<file path="src/rtl/c2p_pkg.sv">
// shared types, constants and arctangent table of the cartesian to polar unit
package c2p_pkg;

  // coordinate and result widths
  localparam int DATA_WIDTH  = 16;
  localparam int ANGLE_WIDTH = 16;

  // fraction bits added to x and y before the micro-rotations
  localparam int GUARD = 4;
  // working x/y width: guard bits, sign, fold and cordic gain headroom
  localparam int X_WIDTH = DATA_WIDTH + GUARD + 3;

  // angle accumulator: radians times 2^Z_FRAC
  localparam int Z_FRAC  = 24;
  localparam int Z_WIDTH = Z_FRAC + 4;

  localparam int DEFAULT_ITERATIONS = 16;
  localparam int TABLE_SIZE         = 32;

  localparam logic signed [Z_WIDTH-1:0] PI_Z = Z_WIDTH'(52707179);

  // gain compensation 0.60725293500888 times 2^24
  localparam int GAIN_WIDTH = 24;
  localparam logic [GAIN_WIDTH-1:0] GAIN_COMP = GAIN_WIDTH'(10188014);

  localparam int ANGLE_LIMIT = 25736;

  // input transfer payload
  typedef struct packed {
    logic signed [DATA_WIDTH-1:0] x_in;
    logic signed [DATA_WIDTH-1:0] y_in;
  } c2p_in_t;

  // result transfer payload
  typedef struct packed {
    logic signed [ANGLE_WIDTH-1:0] angle;
    logic [DATA_WIDTH-1:0]         radius;
    logic                          domain_error;
  } c2p_out_t;

  // working vector handed from cell to cell
  typedef struct packed {
    logic                       err;
    logic signed [X_WIDTH-1:0]  x;
    logic signed [X_WIDTH-1:0]  y;
    logic signed [Z_WIDTH-1:0]  z;
  } c2p_vec_t;

  // round(atan(2^-idx) * 2^24)
  function automatic logic signed [Z_WIDTH-1:0] c2p_atan(input int idx);
    logic signed [Z_WIDTH-1:0] v;
    case (idx)
      0:  v = Z_WIDTH'(13176795);
      1:  v = Z_WIDTH'(7778716);
      2:  v = Z_WIDTH'(4110060);
      3:  v = Z_WIDTH'(2086331);
      4:  v = Z_WIDTH'(1047214);
      5:  v = Z_WIDTH'(524117);
      6:  v = Z_WIDTH'(262123);
      7:  v = Z_WIDTH'(131069);
      8:  v = Z_WIDTH'(65536);
      9:  v = Z_WIDTH'(32768);
      10: v = Z_WIDTH'(16384);
      11: v = Z_WIDTH'(8192);
      12: v = Z_WIDTH'(4096);
      13: v = Z_WIDTH'(2048);
      14: v = Z_WIDTH'(1024);
      15: v = Z_WIDTH'(512);
      16: v = Z_WIDTH'(256);
      17: v = Z_WIDTH'(128);
      18: v = Z_WIDTH'(64);
      19: v = Z_WIDTH'(32);
      20: v = Z_WIDTH'(16);
      21: v = Z_WIDTH'(8);
      22: v = Z_WIDTH'(4);
      23: v = Z_WIDTH'(2);
      24: v = Z_WIDTH'(1);
      default: v = '0;
    endcase
    return v;
  endfunction

endpackage

</file>
<file path="src/rtl/c2p_prep.sv">
// input stage: zero detection, fold into the right half plane, guard bits
module c2p_prep import c2p_pkg::*; (
  input  logic     clk_i,
  input  logic     rst_ni,
  input  logic     valid_i,
  input  c2p_in_t  in_i,
  output logic     valid_o,
  output c2p_vec_t vec_o
);

  logic signed [X_WIDTH-1:0] x_ext, y_ext;
  logic                      valid_q;
  c2p_vec_t                  vec_d, vec_q;

  // sign extend to the working width
  assign x_ext = {{(X_WIDTH-DATA_WIDTH){in_i.x_in[DATA_WIDTH-1]}}, in_i.x_in};
  assign y_ext = {{(X_WIDTH-DATA_WIDTH){in_i.y_in[DATA_WIDTH-1]}}, in_i.y_in};

  // negative x: rotate by pi and start the angle at +-pi
  always_comb begin
    vec_d.err = (in_i.x_in == '0) && (in_i.y_in == '0);
    if (in_i.x_in[DATA_WIDTH-1]) begin
      vec_d.x = (-x_ext) <<< GUARD;
      vec_d.y = (-y_ext) <<< GUARD;
      vec_d.z = in_i.y_in[DATA_WIDTH-1] ? -PI_Z : PI_Z;
    end else begin
      vec_d.x = x_ext <<< GUARD;
      vec_d.y = y_ext <<< GUARD;
      vec_d.z = '0;
    end
  end

  // valid flag
  always_ff @(posedge clk_i or negedge rst_ni) begin
    if (!rst_ni) begin
      valid_q <= 1'b0;
    end else begin
      valid_q <= valid_i;
    end
  end

  // payload
  always_ff @(posedge clk_i) begin
    vec_q <= vec_d;
  end

  assign valid_o = valid_q;
  assign vec_o   = vec_q;

endmodule

</file>
<file path="src/rtl/c2p_cell.sv">
// one cordic micro-rotation cell of the vectoring chain
module c2p_cell import c2p_pkg::*; #(
  parameter int STAGE = 0
) (
  input  logic     clk_i,
  input  logic     rst_ni,
  input  logic     valid_i,
  input  c2p_vec_t vec_i,
  output logic     valid_o,
  output c2p_vec_t vec_o
);

  logic signed [X_WIDTH-1:0] x_s, y_s, dx, dy;
  logic signed [Z_WIDTH-1:0] z_s, step_angle;
  logic                      valid_q;
  c2p_vec_t                  vec_d, vec_q;

  assign x_s        = vec_i.x;
  assign y_s        = vec_i.y;
  assign z_s        = vec_i.z;
  assign dx         = y_s >>> STAGE;
  assign dy         = x_s >>> STAGE;
  assign step_angle = c2p_atan(STAGE);

  // rotate towards y = 0 and accumulate the angle
  always_comb begin
    vec_d.err = vec_i.err;
    if (!y_s[X_WIDTH-1]) begin
      vec_d.x = x_s + dx;
      vec_d.y = y_s - dy;
      vec_d.z = z_s + step_angle;
    end else begin
      vec_d.x = x_s - dx;
      vec_d.y = y_s + dy;
      vec_d.z = z_s - step_angle;
    end
  end

  // valid flag
  always_ff @(posedge clk_i or negedge rst_ni) begin
    if (!rst_ni) begin
      valid_q <= 1'b0;
    end else begin
      valid_q <= valid_i;
    end
  end

  // payload
  always_ff @(posedge clk_i) begin
    vec_q <= vec_d;
  end

  assign valid_o = valid_q;
  assign vec_o   = vec_q;

endmodule

</file>
<file path="src/rtl/c2p_scale.sv">
// output stages: gain compensation, angle rounding and saturation
module c2p_scale import c2p_pkg::*; (
  input  logic     clk_i,
  input  logic     rst_ni,
  input  logic     valid_i,
  input  c2p_vec_t vec_i,
  output logic     valid_o,
  output c2p_out_t res_o
);

  localparam int PROD_WIDTH = X_WIDTH - 1 + GAIN_WIDTH;
  localparam int RAD_SHIFT  = Z_FRAC + GUARD;
  localparam int RAD_FULL_W = PROD_WIDTH - RAD_SHIFT;
  localparam int ANG_SHIFT  = Z_FRAC - 13;

  localparam logic [PROD_WIDTH-1:0]      RAD_ROUND = PROD_WIDTH'(1) << (RAD_SHIFT - 1);
  localparam logic signed [Z_WIDTH-1:0]  ANG_ROUND = Z_WIDTH'(1) << (Z_FRAC - 14);
  localparam logic signed [Z_WIDTH-1:0]  ANG_MAX   = Z_WIDTH'(ANGLE_LIMIT);

  logic signed [X_WIDTH-1:0]     x_s;
  logic [X_WIDTH-2:0]            x_mag;
  logic signed [Z_WIDTH-1:0]     z_s, ang_full;
  logic signed [ANGLE_WIDTH-1:0] ang_d, ang_q;
  logic [PROD_WIDTH-1:0]         prod_d, prod_q, prod_rnd;
  logic [RAD_FULL_W-1:0]         rad_full;
  logic [DATA_WIDTH-1:0]         rad_sat;
  logic                          rad_zero_d, rad_zero_q, err_q;
  logic                          valid1_q, valid2_q;
  c2p_out_t                      res_d, res_q;

  // first stage: gain multiply, angle rounding and clamp
  assign x_s        = vec_i.x;
  assign z_s        = vec_i.z;
  assign x_mag      = x_s[X_WIDTH-2:0];
  assign rad_zero_d = x_s[X_WIDTH-1] || (x_s == '0);
  assign prod_d     = PROD_WIDTH'(x_mag) * PROD_WIDTH'(GAIN_COMP);
  assign ang_full   = (z_s + ANG_ROUND) >>> ANG_SHIFT;

  always_comb begin
    if (ang_full > ANG_MAX) begin
      ang_d = ANGLE_WIDTH'(ANG_MAX);
    end else if (ang_full < -ANG_MAX) begin
      ang_d = ANGLE_WIDTH'(-ANG_MAX);
    end else begin
      ang_d = ang_full[ANGLE_WIDTH-1:0];
    end
  end

  // second stage: round and saturate the radius, apply the zero point case
  assign prod_rnd = prod_q + RAD_ROUND;
  assign rad_full = prod_rnd[PROD_WIDTH-1:RAD_SHIFT];

  always_comb begin
    if (rad_zero_q) begin
      rad_sat = '0;
    end else if (|rad_full[RAD_FULL_W-1:DATA_WIDTH]) begin
      rad_sat = '1;
    end else begin
      rad_sat = rad_full[DATA_WIDTH-1:0];
    end
  end

  always_comb begin
    if (err_q) begin
      res_d.angle        = '0;
      res_d.radius       = '0;
      res_d.domain_error = 1'b1;
    end else begin
      res_d.angle        = ang_q;
      res_d.radius       = rad_sat;
      res_d.domain_error = 1'b0;
    end
  end

  // valid flags
  always_ff @(posedge clk_i or negedge rst_ni) begin
    if (!rst_ni) begin
      valid1_q <= 1'b0;
      valid2_q <= 1'b0;
    end else begin
      valid1_q <= valid_i;
      valid2_q <= valid1_q;
    end
  end

  // payload
  always_ff @(posedge clk_i) begin
    prod_q     <= prod_d;
    ang_q      <= ang_d;
    rad_zero_q <= rad_zero_d;
    err_q      <= vec_i.err;
    res_q      <= res_d;
  end

  assign valid_o = valid2_q;
  assign res_o   = res_q;

endmodule

</file>
<file path="src/rtl/cartesian_to_polar_unit.sv">
// Cartesian to polar conversion top level: input stage, cordic cell chain, output stages.
// Each point is registered in the input stage, every cordic cell and both output stages.
// Throughput: one point per cycle; busy is never raised, the cell chain is fully pipelined.
// Each result is shown for one cycle with result_valid_o; the receiver cannot stall.
// Reset clears the valid flags of all stages; data in flight is dropped.
module cartesian_to_polar_unit import c2p_pkg::*; #(
  parameter int ITERATIONS = DEFAULT_ITERATIONS
) (
  input  logic     clk_i,
  input  logic     rst_ni,
  input  logic     start,
  output logic     busy,
  input  c2p_in_t  in_i,
  output logic     result_valid_o,
  output c2p_out_t result_o
);

  localparam int LATENCY = ITERATIONS + 3;

  logic     accept;
  logic     chain_valid [ITERATIONS+1];
  c2p_vec_t chain_vec   [ITERATIONS+1];

  // a new point is taken every cycle
  assign busy   = 1'b0;
  assign accept = start && !busy;

  // fold and scale the input transfer
  c2p_prep u_prep (
    .clk_i   (clk_i),
    .rst_ni  (rst_ni),
    .valid_i (accept),
    .in_i    (in_i),
    .valid_o (chain_valid[0]),
    .vec_o   (chain_vec[0])
  );

  // chain of micro-rotation cells
  for (genvar g = 0; g < ITERATIONS; g++) begin : g_cell
    c2p_cell #(
      .STAGE (g)
    ) u_cell (
      .clk_i   (clk_i),
      .rst_ni  (rst_ni),
      .valid_i (chain_valid[g]),
      .vec_i   (chain_vec[g]),
      .valid_o (chain_valid[g+1]),
      .vec_o   (chain_vec[g+1])
    );
  end

  // gain compensation and rounding
  c2p_scale u_scale (
    .clk_i   (clk_i),
    .rst_ni  (rst_ni),
    .valid_i (chain_valid[ITERATIONS]),
    .vec_i   (chain_vec[ITERATIONS]),
    .valid_o (result_valid_o),
    .res_o   (result_o)
  );

  // every result is matched by an earlier start transfer that ran through the whole pipeline
  a_fixed_latency: assert property (@(posedge clk_i) disable iff (!rst_ni)
    result_valid_o |-> $past(start, LATENCY))
    else $error("result without a matching input transfer");

  // the zero point gives zero angle and radius
  a_zero_point: assert property (@(posedge clk_i) disable iff (!rst_ni)
    (result_valid_o && result_o.domain_error) |->
      (result_o.angle == '0) && (result_o.radius == '0))
    else $error("domain error with nonzero angle or radius");

  // angle stays within minus pi to pi
  a_angle_range: assert property (@(posedge clk_i) disable iff (!rst_ni)
    result_valid_o |->
      ($signed(result_o.angle) <= ANGLE_WIDTH'(ANGLE_LIMIT)) &&
      ($signed(result_o.angle) >= -ANGLE_WIDTH'(ANGLE_LIMIT)))
    else $error("angle out of range");

  // the input stage follows every accepted transfer
  a_prep_valid: assert property (@(posedge clk_i) disable iff (!rst_ni)
    accept |=> chain_valid[0])
    else $error("accepted transfer lost at the input stage");

endmodule
</file>
<file path="config.mk">
export PLATFORM = sky130hd
export DESIGN_NAME = cartesian_to_polar_unit
export DESIGN_NICKNAME = d
export VERILOG_FILES = /design/src/rtl/c2p_pkg.sv /design/src/rtl/c2p_prep.sv /design/src/rtl/c2p_cell.sv /design/src/rtl/c2p_scale.sv /design/src/rtl/cartesian_to_polar_unit.sv
export SDC_FILE = /design/constraint.sdc
export NUM_CORES = 2
export LEC_CHECK = 0
export ABC_CLOCK_PERIOD_IN_PS = 8490
export BUFFER_PORTS_ARGS = -buffer_cell sky130_fd_sc_hd__buf_2
export CAP_MARGIN = 5
export CORE_MARGIN = 4
export CORE_UTILIZATION = 35
export DETAILED_ROUTE_END_ITERATION = 10
export MAX_ROUTING_LAYER = met4
export PLACE_DENSITY = 0.54
export SLEW_MARGIN = 15
export SYNTH_ARGS = -nofsm -noshare
export SYNTH_HDL_FRONTEND = slang
export SYNTH_SLANG_ARGS = --single-unit
</file>
<file path="constraint.sdc">
create_clock -name clk_i -period 8.49 [get_ports clk_i]
set_input_delay 1.698 -clock clk_i [delete_from_list [all_inputs] [get_ports clk_i]]
set_output_delay 1.698 -clock clk_i [all_outputs]
set_load 0.005 [all_outputs]
</file>
After elaboration in Yosys (flattened, before gate mapping)
Index checks and enable logic that the tools add are counted.
{"block": "word_totals", "input_bits": 35, "register_bits": 1367, "word_cells": 226}
{"block": "classes", "mux": 21, "reduce_logical": 8, "n_mul": 1, "order_cmp": 2, "addsub": 99}
{"op": "74-bit two-way mux", "n": 16}
{"op": "70-bit two-way mux", "n": 1}
{"op": "28-bit by 12-bit adder with 28-bit output, second input constant", "n": 2}
{"op": "28-bit by 18-bit adder with 28-bit output, second input constant", "n": 2}
{"op": "28-bit by 18-bit subtractor with 28-bit output, second input constant", "n": 2}
{"op": "23-bit by 10-bit adder with 23-bit output", "n": 2}
{"op": "23-bit by 11-bit adder with 23-bit output", "n": 2}
{"op": "23-bit by 12-bit adder with 23-bit output", "n": 2}
{"op": "23-bit by 13-bit adder with 23-bit output", "n": 2}
{"op": "23-bit by 14-bit adder with 23-bit output", "n": 2}
{"op": "23-bit by 15-bit adder with 23-bit output", "n": 2}
{"op": "23-bit by 16-bit adder with 23-bit output", "n": 2}
{"op": "23-bit by 17-bit adder with 23-bit output", "n": 2}
{"op": "23-bit by 18-bit adder with 23-bit output", "n": 2}
{"op": "23-bit by 19-bit adder with 23-bit output", "n": 2}
{"op": "23-bit by 20-bit adder with 23-bit output", "n": 2}
{"op": "23-bit by 21-bit adder with 23-bit output", "n": 2}
{"op": "23-bit by 22-bit adder with 23-bit output", "n": 2}
{"op": "23-bit by 8-bit adder with 23-bit output", "n": 2}
{"op": "23-bit by 9-bit adder with 23-bit output", "n": 2}
{"op": "46-bit by 28-bit adder with 46-bit output, second input constant", "n": 1}
{"op": "23-bit by 10-bit subtractor with 23-bit output", "n": 2}
{"op": "23-bit by 11-bit subtractor with 23-bit output", "n": 2}
{"op": "23-bit by 12-bit subtractor with 23-bit output", "n": 2}
{"op": "53 further kinds", "n": 71}

Depth between registers and ports, before layout
{"block": "depth", "word_depth": 3, "depth_mapped": 26, "ltp_nobuf": 26}

By module
From an unflattened synthesis, not the netlist that was laid out.
{"block": "unflattened", "hier_cells": 11683, "area_unflattened_um2": 102644.7}
{"mod": "c2p_scale", "seq_area_each_um2": 1451.4, "cells_per_inst": 1186, "area_each_um2": 12060.3, "instances": 1}
{"mod": "c2p_cell (g_cell[0].u_cell)", "seq_area_each_um2": 1506.4, "cells_per_inst": 797, "area_each_um2": 6585.1, "instances": 1}
{"mod": "c2p_cell (g_cell[7].u_cell)", "seq_area_each_um2": 1526.5, "cells_per_inst": 708, "area_each_um2": 6030.8, "instances": 1}
{"mod": "c2p_cell (g_cell[3].u_cell)", "seq_area_each_um2": 1526.5, "cells_per_inst": 712, "area_each_um2": 6027.0, "instances": 1}
{"mod": "c2p_cell (g_cell[5].u_cell)", "seq_area_each_um2": 1526.5, "cells_per_inst": 720, "area_each_um2": 5957.0, "instances": 1}
{"mod": "c2p_cell (g_cell[4].u_cell)", "seq_area_each_um2": 1526.5, "cells_per_inst": 679, "area_each_um2": 5904.4, "instances": 1}
{"mod": "c2p_cell (g_cell[1].u_cell)", "seq_area_each_um2": 1526.5, "cells_per_inst": 699, "area_each_um2": 5886.9, "instances": 1}
{"mod": "c2p_cell (g_cell[2].u_cell)", "seq_area_each_um2": 1526.5, "cells_per_inst": 676, "area_each_um2": 5841.9, "instances": 1}
{"mod": "c2p_cell (g_cell[6].u_cell)", "seq_area_each_um2": 1526.5, "cells_per_inst": 693, "area_each_um2": 5813.1, "instances": 1}
{"mod": "c2p_cell (g_cell[14].u_cell)", "seq_area_each_um2": 1526.5, "cells_per_inst": 615, "area_each_um2": 5310.1, "instances": 1}
{"mod": "c2p_cell (g_cell[11].u_cell)", "seq_area_each_um2": 1526.5, "cells_per_inst": 606, "area_each_um2": 5238.8, "instances": 1}
{"mod": "c2p_cell (g_cell[15].u_cell)", "seq_area_each_um2": 1526.5, "cells_per_inst": 588, "area_each_um2": 5119.9, "instances": 1}
{"mod": "c2p_cell (g_cell[8].u_cell)", "seq_area_each_um2": 1526.5, "cells_per_inst": 570, "area_each_um2": 5039.8, "instances": 1}
{"mod": "c2p_cell (g_cell[9].u_cell)", "seq_area_each_um2": 1526.5, "cells_per_inst": 557, "area_each_um2": 5031.1, "instances": 1}
{"mod": "+5 rows"}

Least setup slack after synthesis
No wires, ideal clock.
{"block": "synth_path", "path_kind": "register to register", "startpoint": "reg g_cell[15].u_cell.vec_q, in the netlist g_cell[15].u_cell.vec_o[53]", "endpoint": "reg u_scale.prod_q[45]", "period_less_slack_ns": 6.516, "path_stages_with_launch": 25, "arrival_time_ns": 6.395, "slack_ns": 1.974, "setup_time_ns": 0.120, "path_cell_list": "dfxtp_1 > inv_1 > ha_1 > inv_1 > fa_1 > inv_1 > fa_1 > fa_1 > fa_1 > fa_1 > inv_1 > fa_1 > inv_1 > ha_1 > nand4_1 > nor2_1 > nand3_1 > nor4_1 > o21a_1 > nor2_2 > o31ai_1 > o41ai_2 > o2111ai_1 > a21oi_1 > xnor2_1"}
{"block": "synth_via", "elab_chain_cells": 1}
{"item": "from (decl)", "line_no": "c2p_cell.sv:16", "source": "c2p_vec_t vec_d, vec_q;"}
{"item": "from (signal assigned)", "line_no": "c2p_cell.sv:50", "source": "vec_q <= vec_d;"}
{"item": "22-bit by 23-bit multiplier with 45-bit output", "line_no": "c2p_scale.sv:36", "source": "assign prod_d = PROD_WIDTH'(x_mag) * PROD_WIDTH'(GAIN_COMP);"}
{"item": "named net u_scale.prod_d[45]", "line_no": "c2p_scale.sv:24", "source": "logic [PROD_WIDTH-1:0] prod_d, prod_q, prod_rnd;"}
{"item": "to (signal assigned)", "line_no": "c2p_scale.sv:88", "source": "prod_q <= prod_d;"}
{"item": "to (decl)", "line_no": "c2p_scale.sv:24"}
The timed path passes the listed nets, and every way through them passes these cells.
A chain may end at the register's enable or synchronous reset.

Worst setup path in the final report
Ends and elaborated chain as after synthesis.

==> run metrics <==
Least-Margin Pin Slew=1.191 ns; Detailed Place HPWL=175.9 mm; CTS resizes=0; reg2reg start=g_cell[15].u_cell.vec_o[53]$_DFF_P_; Die Y-Extent=504.0 µm; Synth Register Bits=about 1,200; DR pass1 iterations=5; Worst setup startpoint=g_cell[15].u_cell.vec_o[53]$_DFF_P_; TritonCTS Buffers=149; first-pass GRT wire length=around 350 mm; post-route minimum period=7.656 ns; number of global-route vias before repair=66,990; Final Hold Fails=0; EDFF count, synth=0; worst hold path type=flop to flop; post-synthesis cell type count=95; Worst Path Arrival=8.36 ns; clk buf depth=3; TritonCTS clock tree=done; Post-synth ARST share=0.01594; final period utilization=0.9018; CP required=9.20 ns; Post-synth top flop=dfxtp_1; 1st-iter DRT viols=2,990; slowest stage delay, CP=between 0.7 and 0.8 ns; I/O pin count=70; post-layout net count=11,410; wire per inst=16.15 µm; Post-CTS Repair Setup Buffers=0; Max-cap violations=0; ratio of cells with drive above 1 in the final layout=0.04590; Area Growth Syn to Fin=10.96%; clock root buffer=clkbuf_16; GRT Util Overall=0.1698; FP Rows=approximately 180; cell repeated most along the worst path=fa_1; RSZ-0062 raised after global routing=no; TritonCTS Sinks=~1,200; Seq/Total Area, Yosys=0.2782; slowest CP cell=nor4_1; Crit. End Element=flop; number of nets with antenna violations after routing=0; cell family contributing the most delay on the critical path=adder cells; routability cong.=0.9020; highest clock rate=130.6 MHz; Via density=around 5; die area=254,100 µm²; clock skew=0.06208 ns; H-tree Lvls=4; clock latency on the worst-skew pair=0.83 ns; Mapped Area=~86,000 µm²; Final Max Slew Viols=0; initial antenna violation count=8; status=completed; grt ovf=0; CP startpoint kind=flop; Initial Utilization=0.3528; Synth area leaders=dfxtp_1 (27%), ha_1 (18%), xnor2_1 (8.7%); setup TNS=0 ns; post-synth top area cell=dfxtp_1; die width=between 500 and 600 µm; endpoints failing setup=0; largest net degree at the start of global routing=53; clock slew at reported path FFs=0.06 ns; share of the synthesized area in the top cell type=0.2727; Worst Path Max Fanout=8; syn_area_per_cell=between 8 and 9 µm²; Syn Inst Count=about 9,800; Hold-fix buffers, CTS=0; Ys Warns=0; drt total wl=around 210 mm; # DRC=0; Bufs and invs on worst path=6; Core Area=roughly 240,000 µm²; vias=66,530; Slew HR=0.1949; Crit Path Category=flop to flop; hold path startpoint=g_cell[8].u_cell.vec_o[74]$_DFF_P_; PortBufs=68
## routing by layer
layer,GRT usage,up-vias,part of all wire
met1,0.2025,31010,0.45
met3,0.01887,347,0.026
met2,0.3002,831,0.50
li1,-,34340,-
met4,0.05081,0,0.028
met5,-,-,0
## cell usage in the layout (no fill, tap or decap), types with 90 or more instances in the layout
master and n:
a21o_1 266, a21oi_1 771, a31oi_1 90, clkbuf_16 150
dfxtp_1 1168, fa_1 262, ha_1 1209, inv_1 749
nand2_1 460, nand2b_1 113, nand3_1 177, nor2_1 967
nor2b_1 187, nor3_1 355, o21a_1 131, o21ai_0 276
o21ai_1 156, o21bai_1 102, xnor2_1 852, xor2_1 386
## cell type report
cell class                      count  area [µm²]
Antenna cell                        5       12.51
Clock buffer                      196        4167
Clock inverter                     75        1116
Fill cell                       24440      148600
Inverter                          751        2819
Multi-Input combinational cell   7708       58890
Sequential cell                  1192       23960
Tap cell                         3202        4006
Timing Repair Buffer              100       580.6
## kinds of logic after synthesis
group / Yosys count / synth area share
buf+inv: 875 / 0.03825
simple gates: 2695 / 0.1491
xor+xnor: 1238 / 0.1259
flops: 1192 / 0.2782
mux: 40 / 0.004852
compound gates: 2260 / 0.1671
other cells: 1 / 0.00004354
fa+ha+maj: 1471 / 0.2366
## cell usage after synthesis (80+ instances only)
| library cell | count |
|---|---|
| nor3_1 | 355 |
| nor2_1 | 967 |
| clkbuf_1 | 102 |
| fa_1 | 262 |
| o21ai_0 | 276 |
| a31oi_1 | 90 |
| xor2_1 | 386 |
| o21a_1 | 131 |
| nand3_1 | 177 |
| nand2b_1 | 113 |
| and3_1 | 80 |
| o21bai_1 | 102 |
| dfxtp_1 | 1173 |
| a21o_1 | 266 |
| nor2b_1 | 187 |
| inv_1 | 749 |
| a21oi_1 | 771 |
| o21ai_1 | 156 |
| ha_1 | 1209 |
| xnor2_1 | 852 |
| nand2_1 | 460 |
## flip-flops by register name, summed over array words and instances, names as in the netlist
name / cells
g_cell.u_cell.vec_o: 1061
u_prep.vec_o: 42
u_scale.res_o: 33
u_scale.prod_q: 19
g_cell.u_cell.valid_o: 16
u_scale.ang_q: 16
u_prep.valid_o: 1
u_scale.err_q: 1
u_scale.rad_zero_q: 1
u_scale.valid1_q: 1
u_scale.valid_o: 1
## worst register-to-register path, delay by kind of cell (launching register included)
family	cells	cell delay, ns
AO/OA/AOI/OAI	5	1.05
buffers and inverters	6	0.52
AND/OR/NAND/NOR	5	1.41
XOR/XNOR	1	0.13
adder cells (fa/ha/maj)	8	3.87
flip-flops	1	0.60
## through the flow
step	hold slack (ns)	utilization	instances	area [µm²]	setup slack [ns]
4_1_cts	0.3258	0.3914	13220	95550	0.8612
3_5_place_dp	0.3121	0.3697	12950	90260	0.8615
2_1_floorplan	0.3096	-	9775	86130	1.974
6_report	0.3228	0.3914	13230	95560	0.8336
3_3_place_gp	0.3104	0.3697	12950	90260	0.8592
5_1_grt	0.3281	0.3914	13230	95560	0.2775
## worst paths after layout
check / slack, ns / cells past startpoint / to
hold / removal: 0.32 / 0 / g_cell[9].u_cell.vec_o[74]$_DFF_P_
min in group asynchronous: 0.82 / 1 / g_cell[2].u_cell.valid_o$_DFF_PN0_
setup reg to reg: 0.83 / 25 / u_scale.prod_q[45]$_DFF_P_
hold reg to reg: 0.32 / 0 / g_cell[9].u_cell.vec_o[74]$_DFF_P_
setup / recovery: 0.83 / 25 / u_scale.prod_q[45]$_DFF_P_
max in group asynchronous: 7.37 / 1 / g_cell[10].u_cell.valid_o$_DFF_PN0_
Power is left out: the tool's default activity adds up to more than one toggle a clock period on the data nets, which glitch-free logic cannot reach.
